$ cat src/rtl/core/md5_sh_pkg.sv
package md5_sh_pkg;

  typedef struct packed {
    logic [7:0] data_byte;
    logic       has_byte;
    logic       last;
  } in_req_t;

  typedef struct packed {
    logic [63:0] digest_head;
    logic [63:0] digest_tail;
  } out_rsp_t;

  typedef enum logic [2:0] {
    ST_IDLE,
    ST_PAD,
    ST_LOAD,
    ST_ROUND,
    ST_FINAL,
    ST_DONE
  } state_e;

  localparam logic [31:0] Iv [4] = '{
    32'h67452301, 32'hefcdab89, 32'h98badcfe, 32'h10325476
  };

  localparam logic [7:0] PadMark  = 8'h80;
  localparam logic [6:0] LenPos   = 7'd56;
  localparam logic [6:0] BlockEnd = 7'd63;
  localparam logic [5:0] LastRound = 6'd63;

  localparam logic [31:0] RoundAdd [64] = '{
    32'hd76aa478, 32'he8c7b756, 32'h242070db, 32'hc1bdceee,
    32'hf57c0faf, 32'h4787c62a, 32'ha8304613, 32'hfd469501,
    32'h698098d8, 32'h8b44f7af, 32'hffff5bb1, 32'h895cd7be,
    32'h6b901122, 32'hfd987193, 32'ha679438e, 32'h49b40821,
    32'hf61e2562, 32'hc040b340, 32'h265e5a51, 32'he9b6c7aa,
    32'hd62f105d, 32'h02441453, 32'hd8a1e681, 32'he7d3fbc8,
    32'h21e1cde6, 32'hc33707d6, 32'hf4d50d87, 32'h455a14ed,
    32'ha9e3e905, 32'hfcefa3f8, 32'h676f02d9, 32'h8d2a4c8a,
    32'hfffa3942, 32'h8771f681, 32'h6d9d6122, 32'hfde5380c,
    32'ha4beea44, 32'h4bdecfa9, 32'hf6bb4b60, 32'hbebfbc70,
    32'h289b7ec6, 32'heaa127fa, 32'hd4ef3085, 32'h04881d05,
    32'hd9d4d039, 32'he6db99e5, 32'h1fa27cf8, 32'hc4ac5665,
    32'hf4292244, 32'h432aff97, 32'hab9423a7, 32'hfc93a039,
    32'h655b59c3, 32'h8f0ccc92, 32'hffeff47d, 32'h85845dd1,
    32'h6fa87e4f, 32'hfe2ce6e0, 32'ha3014314, 32'h4e0811a1,
    32'hf7537e82, 32'hbd3af235, 32'h2ad7d2bb, 32'heb86d391
  };

  localparam logic [4:0] RotAmt [16] = '{
    5'd7, 5'd12, 5'd17, 5'd22, 5'd5, 5'd9, 5'd14, 5'd20,
    5'd4, 5'd11, 5'd16, 5'd23, 5'd6, 5'd10, 5'd15, 5'd21
  };

  // Message word used by a round.
  function automatic logic [3:0] word_index(input logic [5:0] rnd);
    logic [3:0] lo;
    logic [3:0] idx;
    lo = rnd[3:0];
    case (rnd[5:4])
      2'd0:    idx = lo;
      2'd1:    idx = 4'(lo * 4'd5 + 4'd1);
      2'd2:    idx = 4'(lo * 4'd3 + 4'd5);
      2'd3:    idx = 4'(lo * 4'd7);
      default: idx = lo;
    endcase
    return idx;
  endfunction

  function automatic logic [31:0] round_f(input logic [1:0] stage, input logic [31:0] b,
                                          input logic [31:0] c, input logic [31:0] d);
    logic [31:0] f;
    case (stage)
      2'd0:    f = (b & c) | (~b & d);
      2'd1:    f = (d & b) | (~d & c);
      2'd2:    f = b ^ c ^ d;
      2'd3:    f = c ^ (b | ~d);
      default: f = b ^ c ^ d;
    endcase
    return f;
  endfunction

  function automatic logic [31:0] rotl32(input logic [31:0] x, input logic [4:0] n);
    logic [63:0] wide;
    wide = {x, x} << n;
    return wide[63:32];
  endfunction

  function automatic logic [31:0] byte_swap(input logic [31:0] x);
    return {x[7:0], x[15:8], x[23:16], x[31:24]};
  endfunction

endpackage

$ cat src/rtl/core/md5_stream_hasher_core.sv
// Streaming MD5: one message byte per request, 16-byte digest per message.
// A byte request is taken while idle; one that fills a 64-byte block starts a compression
//   (word prefetch, 64 rounds on the shared round unit, chain add); a request with last
//   leads to padding bytes, one or two compressions and a digest load.
// Throughput: one byte request per cycle while idle; no request is taken while busy.
// Reset: async, active low; chain words load the MD5 IV, counters clear, buffer kept.
module md5_stream_hasher_core (
  input  logic                  clk_i,
  input  logic                  rst_ni,
  input  logic                  in_valid_i,
  output logic                  in_ready_o,
  input  md5_sh_pkg::in_req_t   in_req_i,
  output logic                  out_valid_o,
  input  logic                  out_ready_i,
  output md5_sh_pkg::out_rsp_t  out_rsp_o
);

  // Sequencer state and message bookkeeping.
  md5_sh_pkg::state_e state_q, state_d;
  logic [6:0]  fill_q, fill_d;      // bytes held in the block buffer, 0..64
  logic [63:0] total_q, total_d;    // message bytes, wraps mod 2^64
  logic        pad_q, pad_d;        // message closed, padding in progress
  logic        mark_q, mark_d;      // 0x80 marker written
  logic        len_q, len_d;        // length field being written
  logic [5:0]  round_q, round_d;

  // Chaining words and round working registers.
  logic [31:0] chain_q [4];
  logic [31:0] chain_d [4];
  logic [31:0] a_q, b_q, c_q, d_q;
  logic [31:0] a_d, b_d, c_d, d_d;

  // Block buffer: sixteen little-endian words, byte-wide writes.
  logic [31:0] mem_q [16];
  logic [31:0] rd_q;
  logic [3:0]  rd_addr;
  logic        wr_en;
  logic [7:0]  wr_byte;

  // Output register.
  logic                 out_valid_q, out_valid_d;
  logic                 out_load;
  md5_sh_pkg::out_rsp_t out_q;

  logic [63:0] bit_count;
  logic [31:0] round_sum;

  assign bit_count  = {total_q[60:0], 3'b000};
  assign in_ready_o = (state_q == md5_sh_pkg::ST_IDLE);

  // Prefetch the word of the next round while the current one runs.
  assign rd_addr = (state_q == md5_sh_pkg::ST_LOAD) ? md5_sh_pkg::word_index(6'd0)
                                                    : md5_sh_pkg::word_index(round_q + 6'd1);

  // Shared round unit.
  assign round_sum = a_q + md5_sh_pkg::round_f(round_q[5:4], b_q, c_q, d_q)
                     + md5_sh_pkg::RoundAdd[round_q] + rd_q;

  always_ff @(posedge clk_i) begin
    if (wr_en) begin
      mem_q[fill_q[5:2]][{fill_q[1:0], 3'b000} +: 8] <= wr_byte;
    end
    rd_q <= mem_q[rd_addr];
  end

  always_comb begin
    state_d     = state_q;
    fill_d      = fill_q;
    total_d     = total_q;
    pad_d       = pad_q;
    mark_d      = mark_q;
    len_d       = len_q;
    round_d     = round_q;
    chain_d     = chain_q;
    a_d         = a_q;
    b_d         = b_q;
    c_d         = c_q;
    d_d         = d_q;
    wr_en       = 1'b0;
    wr_byte     = '0;
    out_load    = 1'b0;

    case (state_q)
      md5_sh_pkg::ST_IDLE: begin
        if (in_valid_i) begin
          pad_d = in_req_i.last;
          if (in_req_i.has_byte) begin
            wr_en   = 1'b1;
            wr_byte = in_req_i.data_byte;
            fill_d  = fill_q + 7'd1;
            total_d = total_q + 64'd1;
          end
          // A full block compresses first; padding starts afterwards.
          if (in_req_i.has_byte && fill_q == md5_sh_pkg::BlockEnd) begin
            state_d = md5_sh_pkg::ST_LOAD;
          end else if (in_req_i.last) begin
            state_d = md5_sh_pkg::ST_PAD;
          end
        end
      end

      md5_sh_pkg::ST_PAD: begin
        // Write one padding byte per cycle: marker, zeros, then bit count.
        wr_en  = 1'b1;
        fill_d = fill_q + 7'd1;
        if (!mark_q) begin
          wr_byte = md5_sh_pkg::PadMark;
          mark_d  = 1'b1;
        end else if (len_q || fill_q == md5_sh_pkg::LenPos) begin
          wr_byte = bit_count[{fill_q[2:0], 3'b000} +: 8];
          len_d   = 1'b1;
        end else begin
          wr_byte = '0;
        end
        if (fill_q == md5_sh_pkg::BlockEnd) begin
          state_d = md5_sh_pkg::ST_LOAD;
        end
      end

      md5_sh_pkg::ST_LOAD: begin
        a_d     = chain_q[0];
        b_d     = chain_q[1];
        c_d     = chain_q[2];
        d_d     = chain_q[3];
        round_d = '0;
        state_d = md5_sh_pkg::ST_ROUND;
      end

      md5_sh_pkg::ST_ROUND: begin
        a_d     = d_q;
        d_d     = c_q;
        c_d     = b_q;
        b_d     = b_q + md5_sh_pkg::rotl32(round_sum,
                                           md5_sh_pkg::RotAmt[{round_q[5:4], round_q[1:0]}]);
        round_d = round_q + 6'd1;
        if (round_q == md5_sh_pkg::LastRound) begin
          state_d = md5_sh_pkg::ST_FINAL;
        end
      end

      md5_sh_pkg::ST_FINAL: begin
        chain_d[0] = chain_q[0] + a_q;
        chain_d[1] = chain_q[1] + b_q;
        chain_d[2] = chain_q[2] + c_q;
        chain_d[3] = chain_q[3] + d_q;
        fill_d     = '0;
        if (len_q) begin
          state_d = md5_sh_pkg::ST_DONE;
        end else if (pad_q) begin
          state_d = md5_sh_pkg::ST_PAD;
        end else begin
          state_d = md5_sh_pkg::ST_IDLE;
        end
      end

      md5_sh_pkg::ST_DONE: begin
        // Hold until the output register is free, then drop back to the IV.
        if (!out_valid_q || out_ready_i) begin
          out_load = 1'b1;
          chain_d  = md5_sh_pkg::Iv;
          total_d  = '0;
          pad_d    = 1'b0;
          mark_d   = 1'b0;
          len_d    = 1'b0;
          state_d  = md5_sh_pkg::ST_IDLE;
        end
      end

      default: begin
        state_d = md5_sh_pkg::ST_IDLE;
      end
    endcase
  end

  assign out_valid_d = out_load | (out_valid_q & ~out_ready_i);

  always_ff @(posedge clk_i or negedge rst_ni) begin
    if (!rst_ni) begin
      state_q     <= md5_sh_pkg::ST_IDLE;
      fill_q      <= '0;
      total_q     <= '0;
      pad_q       <= 1'b0;
      mark_q      <= 1'b0;
      len_q       <= 1'b0;
      round_q     <= '0;
      chain_q     <= md5_sh_pkg::Iv;
      out_valid_q <= 1'b0;
    end else begin
      state_q     <= state_d;
      fill_q      <= fill_d;
      total_q     <= total_d;
      pad_q       <= pad_d;
      mark_q      <= mark_d;
      len_q       <= len_d;
      round_q     <= round_d;
      chain_q     <= chain_d;
      out_valid_q <= out_valid_d;
    end
  end

  // Round working registers and digest payload carry no reset.
  always_ff @(posedge clk_i) begin
    a_q <= a_d;
    b_q <= b_d;
    c_q <= c_d;
    d_q <= d_d;
    if (out_load) begin
      out_q.digest_head <= {md5_sh_pkg::byte_swap(chain_q[0]),
                            md5_sh_pkg::byte_swap(chain_q[1])};
      out_q.digest_tail <= {md5_sh_pkg::byte_swap(chain_q[2]),
                            md5_sh_pkg::byte_swap(chain_q[3])};
    end
  end

  assign out_valid_o = out_valid_q;
  assign out_rsp_o   = out_q;

endmodule

$ cat config.mk
export PLATFORM = sky130hd
export DESIGN_NAME = md5_stream_hasher_core
export DESIGN_NICKNAME = d
export VERILOG_FILES = /design/src/rtl/core/md5_sh_pkg.sv /design/src/rtl/core/md5_stream_hasher_core.sv
export SDC_FILE = /design/constraint.sdc
export NUM_CORES = 2
export LEC_CHECK = 0
export ABC_AREA = 1
export BUFFER_PORTS_ARGS = -buffer_cell sky130_fd_sc_hd__buf_2
export CORE_ASPECT_RATIO = 0.9
export CORE_MARGIN = 2
export CORE_UTILIZATION = 50
export CTS_BUF_LIST = sky130_fd_sc_hd__clkbuf_8 sky130_fd_sc_hd__clkbuf_16
export CTS_CLUSTER_DIAMETER = 150
export DETAILED_ROUTE_END_ITERATION = 6
export PLACE_DENSITY_LB_ADDON = 0.15
export SETUP_SLACK_MARGIN = 0.05
export SYNTH_ARGS = -nofsm -noshare
export SYNTH_HDL_FRONTEND = slang
export SYNTH_SLANG_ARGS = --single-unit
$ cat constraint.sdc
create_clock -name clk_i -period 6.8 [get_ports clk_i]
set_input_delay 0.68 -clock clk_i [delete_from_list [all_inputs] [get_ports clk_i]]
set_output_delay 0.68 -clock clk_i [all_outputs]
set_load 0.05 [all_outputs]
# Word-level counts from Yosys, hierarchy flattened
# Memories as Yosys holds them, arrays and structs flattened. A register that Yosys moved wholly into a read port is not among the register bits.
# Cells that the tools add are included.
# Widths: inputs -> output; s select.
[word_totals]
register_bits = 468
latchBits = 0
mem_bits_rw = 512
rom_bits = 2128
input_bits = 14
output_inout_bits = 130
word_cells = 151
memories = 3
[memory_table]
columns = ["name", "words", "word_bits", "rd", "rd_ports_with_merged_regs", "write_ports", "line", "text"]
rows = [
  ["(no name shown)", 64, 32, 1, 0, 0, "md5_stream_hasher_core.sv:57", "+ md5_sh_pkg::RoundAdd[round_q] + rd_q;"],
  ["mem_q", 16, 32, 1, 1, 1, "md5_stream_hasher_core.sv:34", "logic [31:0] mem_q [16];"],
  ["(no name shown)", 16, 5, 1, 0, 0, "md5_stream_hasher_core.sv:134", "md5_sh_pkg::RotAmt[{round_q[5:4], round_q[1:0]}]);"],
]
[op_classes]
add_sub_neg = 14
n_mul = 3
div = 0
order_cmp = 2
n_eq_ne = 22
shift = 4
muxes = 49
bitwise_logic = 17
reduce_logical = 19
[ops]
columns = ["operator", "count"]
rows = [
  ["$add 32x32->32", 8],
  ["$pmux 128 s2", 1],
  ["$pmux 32 s2", 4],
  ["$mux 64", 3],
  ["$and 32x32->32", 4],
  ["$mux 128", 1],
  ["$pmux 32 s4", 1],
  ["$pmux 64 s2", 1],
  ["$mux 32", 3],
  ["$or 32x32->32", 3],
  ["$xor 32x32->32", 3],
  ["$add 64x1->64 const B", 1],
  ["$not 32->32", 2],
  ["$shiftx 64x7->8", 1],
  ["$shl 64x5->64", 1],
  ["$mux 8", 4],
  ["$shift 8x7->32 const A", 1],
  ["$shiftx 8x7->32", 1],
  ["$mux 3", 7],
  ["$pmux 7 s3", 1],
  ["$pmux 3 s6", 1],
  ["$pmux 4 s4", 1],
  ["$pmux 8 s2", 1],
  ["$eq 7x6->1 const B", 2],
  ["other kinds (40)", 74],
]

# Logic depth before layout (Yosys ltp)
[depth]
word_depth = 10
depth_mapped = 50
mapped_depth_nobuf = 48

# Worst setup path before layout
# Ideal clock, no wire load.
[synth_path]
path_type = "reg-to-reg"
from = "reg round_q[0]"
to = "reg b_q[26], data pin"
setup_time_ns = 0.253
arrival_time_ns = 6.655
t_required_ns = 6.547
path_slack_ns = -0.108
path_stages_with_launch = 49
path_buffers = 2
synth_period_minus_slack_ns = 6.908
path_cell_list = "dfrtp_1 buf_2 inv_1 ha_1 clkbuf_1 nand2_1 inv_1 nor2_1 inv_1 o221ai_1 o221ai_1 a21oi_1 fa_1 inv_1 ha_1 fa_1 nand2_1 nand3_1 (+13 left out) nand3_1 nand2_1 ha_1 fa_1 nand3_1 nand3_1 a21oi_1 o21ai_1 a21boi_0 o21ai_1 a21boi_0 nor2_1 nand2_1 nand2_1 nand2_1 nand3b_1 nand3_1 nand2_1"
[synth_between]
elab_chain_cells = 9
elab_cells_between_ends = 13
cone_classes = "3 x add/sub; 1 x shift; 5 x mux; 2 x bitwise; 2 x memory"
[synth_rtl]
columns = ["item", "line", "text"]
rows = [
  ["from (decl)", "md5_stream_hasher_core.sv:25", "logic [5:0] round_q, round_d;"],
  ["from (signal assigned)", "md5_stream_hasher_core.sv:195", "round_q <= round_d;"],
  ["$not 6->7 (implied by the code)", "md5_stream_hasher_core.sv:57", ""],
  ["$mem_v2 64x32", "--", ""],
  ["$mux 32 (implied by the code) (2 in series)", "md5_stream_hasher_core.sv:57", ""],
  ["$add 32x32->32 (2 in series)", "md5_stream_hasher_core.sv:57", ""],
  ["$shl 64x5->64 *", "md5_sh_pkg.sv:86", "wide = {x, x} << n;"],
  ["$add 32x32->32 *", "md5_stream_hasher_core.sv:133", "b_d = b_q + md5_sh_pkg::rotl32(round_sum,"],
  ["$pmux 32 s2 *", "md5_stream_hasher_core.sv:83", "case (state_q)"],
  ["via b_d[26]", "md5_stream_hasher_core.sv:31", "logic [31:0] a_d, b_d, c_d, d_d;"],
  ["to (signal assigned)", "md5_stream_hasher_core.sv:204", "b_q <= b_d;"],
  ["to (decl)", "md5_stream_hasher_core.sv:30", "logic [31:0] a_q, b_q, c_q, d_q;"],
]
# The timed path passes the listed nets; every way through them passes the cells marked *. The select of a mux whose other input is x is not followed.
# A chain may end at the register's enable or synchronous reset.

# Final worst setup path
[layout_path]
from = "reg round_q[4]"
to = "reg b_q[30], data pin"
[layout_between]
elab_chain_cells = 9
elab_cells_between_ends = 19
cone_classes = "4 x add/sub; 3 x eq/ne; 1 x shift; 6 x mux; 2 x bitwise; 1 x reduce/logical; 2 x memory"
[layout_rtl]
columns = ["item", "line"]
rows = [
  ["parallel branches: the longest is 6 deep, another holds $add 32x32->32", "--"],
  ["$shl 64x5->64 *", "md5_sh_pkg.sv:86"],
  ["$add 32x32->32 *", "md5_stream_hasher_core.sv:133"],
  ["$pmux 32 s2 *", "md5_stream_hasher_core.sv:83"],
  ["via b_d[30]", "md5_stream_hasher_core.sv:31"],
]
# Mark *: on every way through the listed nets, which the timed path passes. The select of a mux whose other input is x is not followed.

==> out/qor.yml <==
status: "completed"
cts.sink_count: 1009
clock-skew-final_ps: 36.8
synth_warnings: 0
initial_utilization_pct: 50.3
final_layout_size_suffix_gt1_share_pct: 22.2
root_buffer: "sky130_fd_sc_hd__clkbuf_16"
avgSynthCellArea_um2: 8.76
io_buffer_count: 143
setup_violations: 0
critPathMaxFanout: 6
synth.distinct_cells: 76
crit_path_max_incr_delay_ps: 590
fillCellCount: 10100
critical_path.startpoint_type: "register"
via_count_of_the_first_global_routing_pass: 49400
post_drt_via_cell_ratio: 5.80
firstDrtPassIters: 6
syn_inst: 6713
design.die.area_um2: 120000
timing.critical_path.mode_cell: "sky130_fd_sc_hd__nand3_1"
timing.final.crit_share_pct: 99.8
hold_viol_final: 0
slew_headroom_pct: 15.4
route.detailed.drc: 0
cts_tree: "built"
synth.yosys.seq_area_share_pct: 49.3
post_synth_instance_area_um2: 58800
synth_top_cell_by_area: "sky130_fd_sc_hd__edfxtp_1"
design.core.area_um2: 117000
htree_num_levels: 3
syn_nets: 7017
worstPathBufferInverterCount: 7
worst-endpoint-arrival_ps: 7240
source_to_sink_clock_delay_at_the_later_pin_of_the_worst_skew_pair_ps: 750
dpl.cell_count: 8929
detail-route-antenna-nets: 0
hold_path_class: "in2reg"
synth-edff-count: 768
flow.area_growth_from_synthesis_pct: 23.6
antenna_violations_before_repair: 15
drv.max_cap_violation_count: 0
setup_tns_ps: 0
timing.final.max_slew_violations: 0
grt_pass1_wl_um: 318000
synth.most_common_cell: "sky130_fd_sc_hd__nand2_1"
drt_iter0_drc: 6071
cts.path.max_buffers: 3
rsz0062_at_grt: "true"
top_level_ports: 144
max_slew.worst_pin.slew_ps: 1260
die_extent_in_y_um: 329
largest_net_degree_at_the_start_of_global_routing: 205
globalRoute.totalOverflow: 0
avgRoutedWirePerCell_um: 23.8
routed_via_count: 53100
synth-main-ff-cell: "sky130_fd_sc_hd__edfxtp_1"
die-width_um: 365
required_ps: 7250
synth.ff_latch_count: 1009
layout.cells.non_filler: 9161
replace_congestion: 1.03
max_freq_ghz: 0.147
cpLargestDelayFamily: "simple AND/OR/NAND/NOR gates"
cts-buffers-inserted: 103
ys_async_sr_fraction_pct: 20.7
rows: 119
clock_period_minus_worst_slack_ps: 6790
netlist_top_cells_area: "sky130_fd_sc_hd__edfxtp_1, sky130_fd_sc_hd__nand2_1, sky130_fd_sc_hd__dfrtp_1"
worstSetupEndpointType: "register"
totalWireLength_um: 218000
clkTransAtPathRegs_ps: 70
timing.setup.critical_path_class: "reg2reg"
slowest_stage: "sky130_fd_sc_hd__fa_1"
final_core_util_pct: 62.2
yosys.area.top_type_share_pct: 39.2
nets: 7799
hpwl_um: 163000
globalRouteTotalUtil_pct: 35.8
synth.top_cells.by_count: "sky130_fd_sc_hd__nand2_1, sky130_fd_sc_hd__inv_1, sky130_fd_sc_hd__edfxtp_1, sky130_fd_sc_hd__o21ai_0, sky130_fd_sc_hd__a21oi_1"
## final cells by class
class	count	area (um^2)	area share (%)
antenna	2	5.00	0.00689
clock inverter	86	880	1.21
clock buffer	110	2690	3.70
multi-input combinational	4499	27600	38.0
sequential	1009	29000	39.9
tap	1573	1970	2.71
inverter	947	3580	4.92
timing repair buffer	935	6950	9.56
## tightest hold or removal path, delay by kind of cell
family | cells | cell delay (ps)
buffers and inverters | 1 | 140
and+or+nand+nor | 1 | 70
AOI/OAI and AO/OA | 1 | 60
## registers in the layout, indices dropped and copies added (netlist names)
name         count
fill_q           7
chain_q        128
rd_q            32
mem_q          512
b_q             32
out_valid_o      1
d_q             32
mark_q           1
c_q             32
state_q          3
pad_q            1
out_rsp_o      128
total_q         61
a_q             32
round_q          6
len_q            1
## cells in the final DEF (no fill, tap or decap), drive strengths merged, types with 9 or more instances in the layout
| cell | n |
|---|---|
| dfxtp | 32 |
| a31oi | 28 |
| inv | 964 |
| fa | 70 |
| bufinv | 13 |
| o21a | 25 |
| nor2 | 503 |
| o22ai | 72 |
| o21bai | 17 |
| a221oi | 20 |
| mux2i | 34 |
| clkbuf | 110 |
| nor3 | 84 |
| xor2 | 55 |
| o211ai | 96 |
| o221ai | 78 |
| ha | 220 |
| a21oi | 556 |
| o21ai | 841 |
| nand2 | 1159 |
| clkinvlp | 9 |
| nand4 | 33 |
| xnor2 | 54 |
| or2 | 23 |
| clkinv | 47 |
| a211oi | 16 |
| nand3 | 391 |
| edfxtp | 768 |
| buf | 934 |
| dfstp | 64 |
| nor4 | 24 |
| dfrtp | 145 |
| a21o | 21 |
## cell families after synthesis
kind of cell / share of synthesized area, %
DFF: 49.3
adders and majority gates: 7.07
buffers and inverters: 7.82
muxes: 0.579
AOI/OAI and AO/OA: 17.5
and+or+nand+nor: 16.0
xor gates and xnor gates: 1.65
## path summary, 6_finish.rpt
path | from | to | slack, ps | depth (start not counted)
worst max-delay path | round_q[4]$_DFFE_PN0P_ | b_q[30]$_DFFE_PP_ | 10 | 40
worst min-delay path | in_req_i[0] | pad_q$_DFFE_PN0P_ | 250 | 3
worst max register to register | round_q[4]$_DFFE_PN0P_ | b_q[30]$_DFFE_PP_ | 10 | 40
worst min register to register | chain_q[58]$_DFFE_PN0P_ | out_rsp_o[34]$_DFFE_PP_ | 490 | 0
max in group asynchronous | rst_ni | chain_q[101]$_DFFE_PN0P_ | 4950 | 3
min in group asynchronous | rst_ni | total_q[13]$_DFFE_PN0P_ | 540 | 2
## repair_timing
item / in CTS / in global routing
pin swaps: 74 / 101
hold buffers: 1 / 0
endpoints found under the setup margin: 27 / 23
resized for setup: 316 / 250
gates cloned: 1 / 0
hold endpoints to repair: 69 / 0
buffers inserted: 16 / 16
## per-stage QoR
stage               cell area [um^2]  hold WS [ps]  setup slack, ps
floorplan                      58800           384             54.8
global placement               66500           474            -1100
detailed placement             66500           473            -1150
CTS                            71600           212             52.0
global route                   72600           236             -312
finish                         72700           254             13.3
## metal layers
metal / global-route usage, % / wire length (um)
met1: 52.4 / 95700
met2: 54.1 / 96100
met3: 5.14 / 17700
met4: 12.9 / 8620
met5: 0 / 0
Power is not shown: default switching activity piles up to over one toggle a cycle in this logic, so the estimate is an artifact.
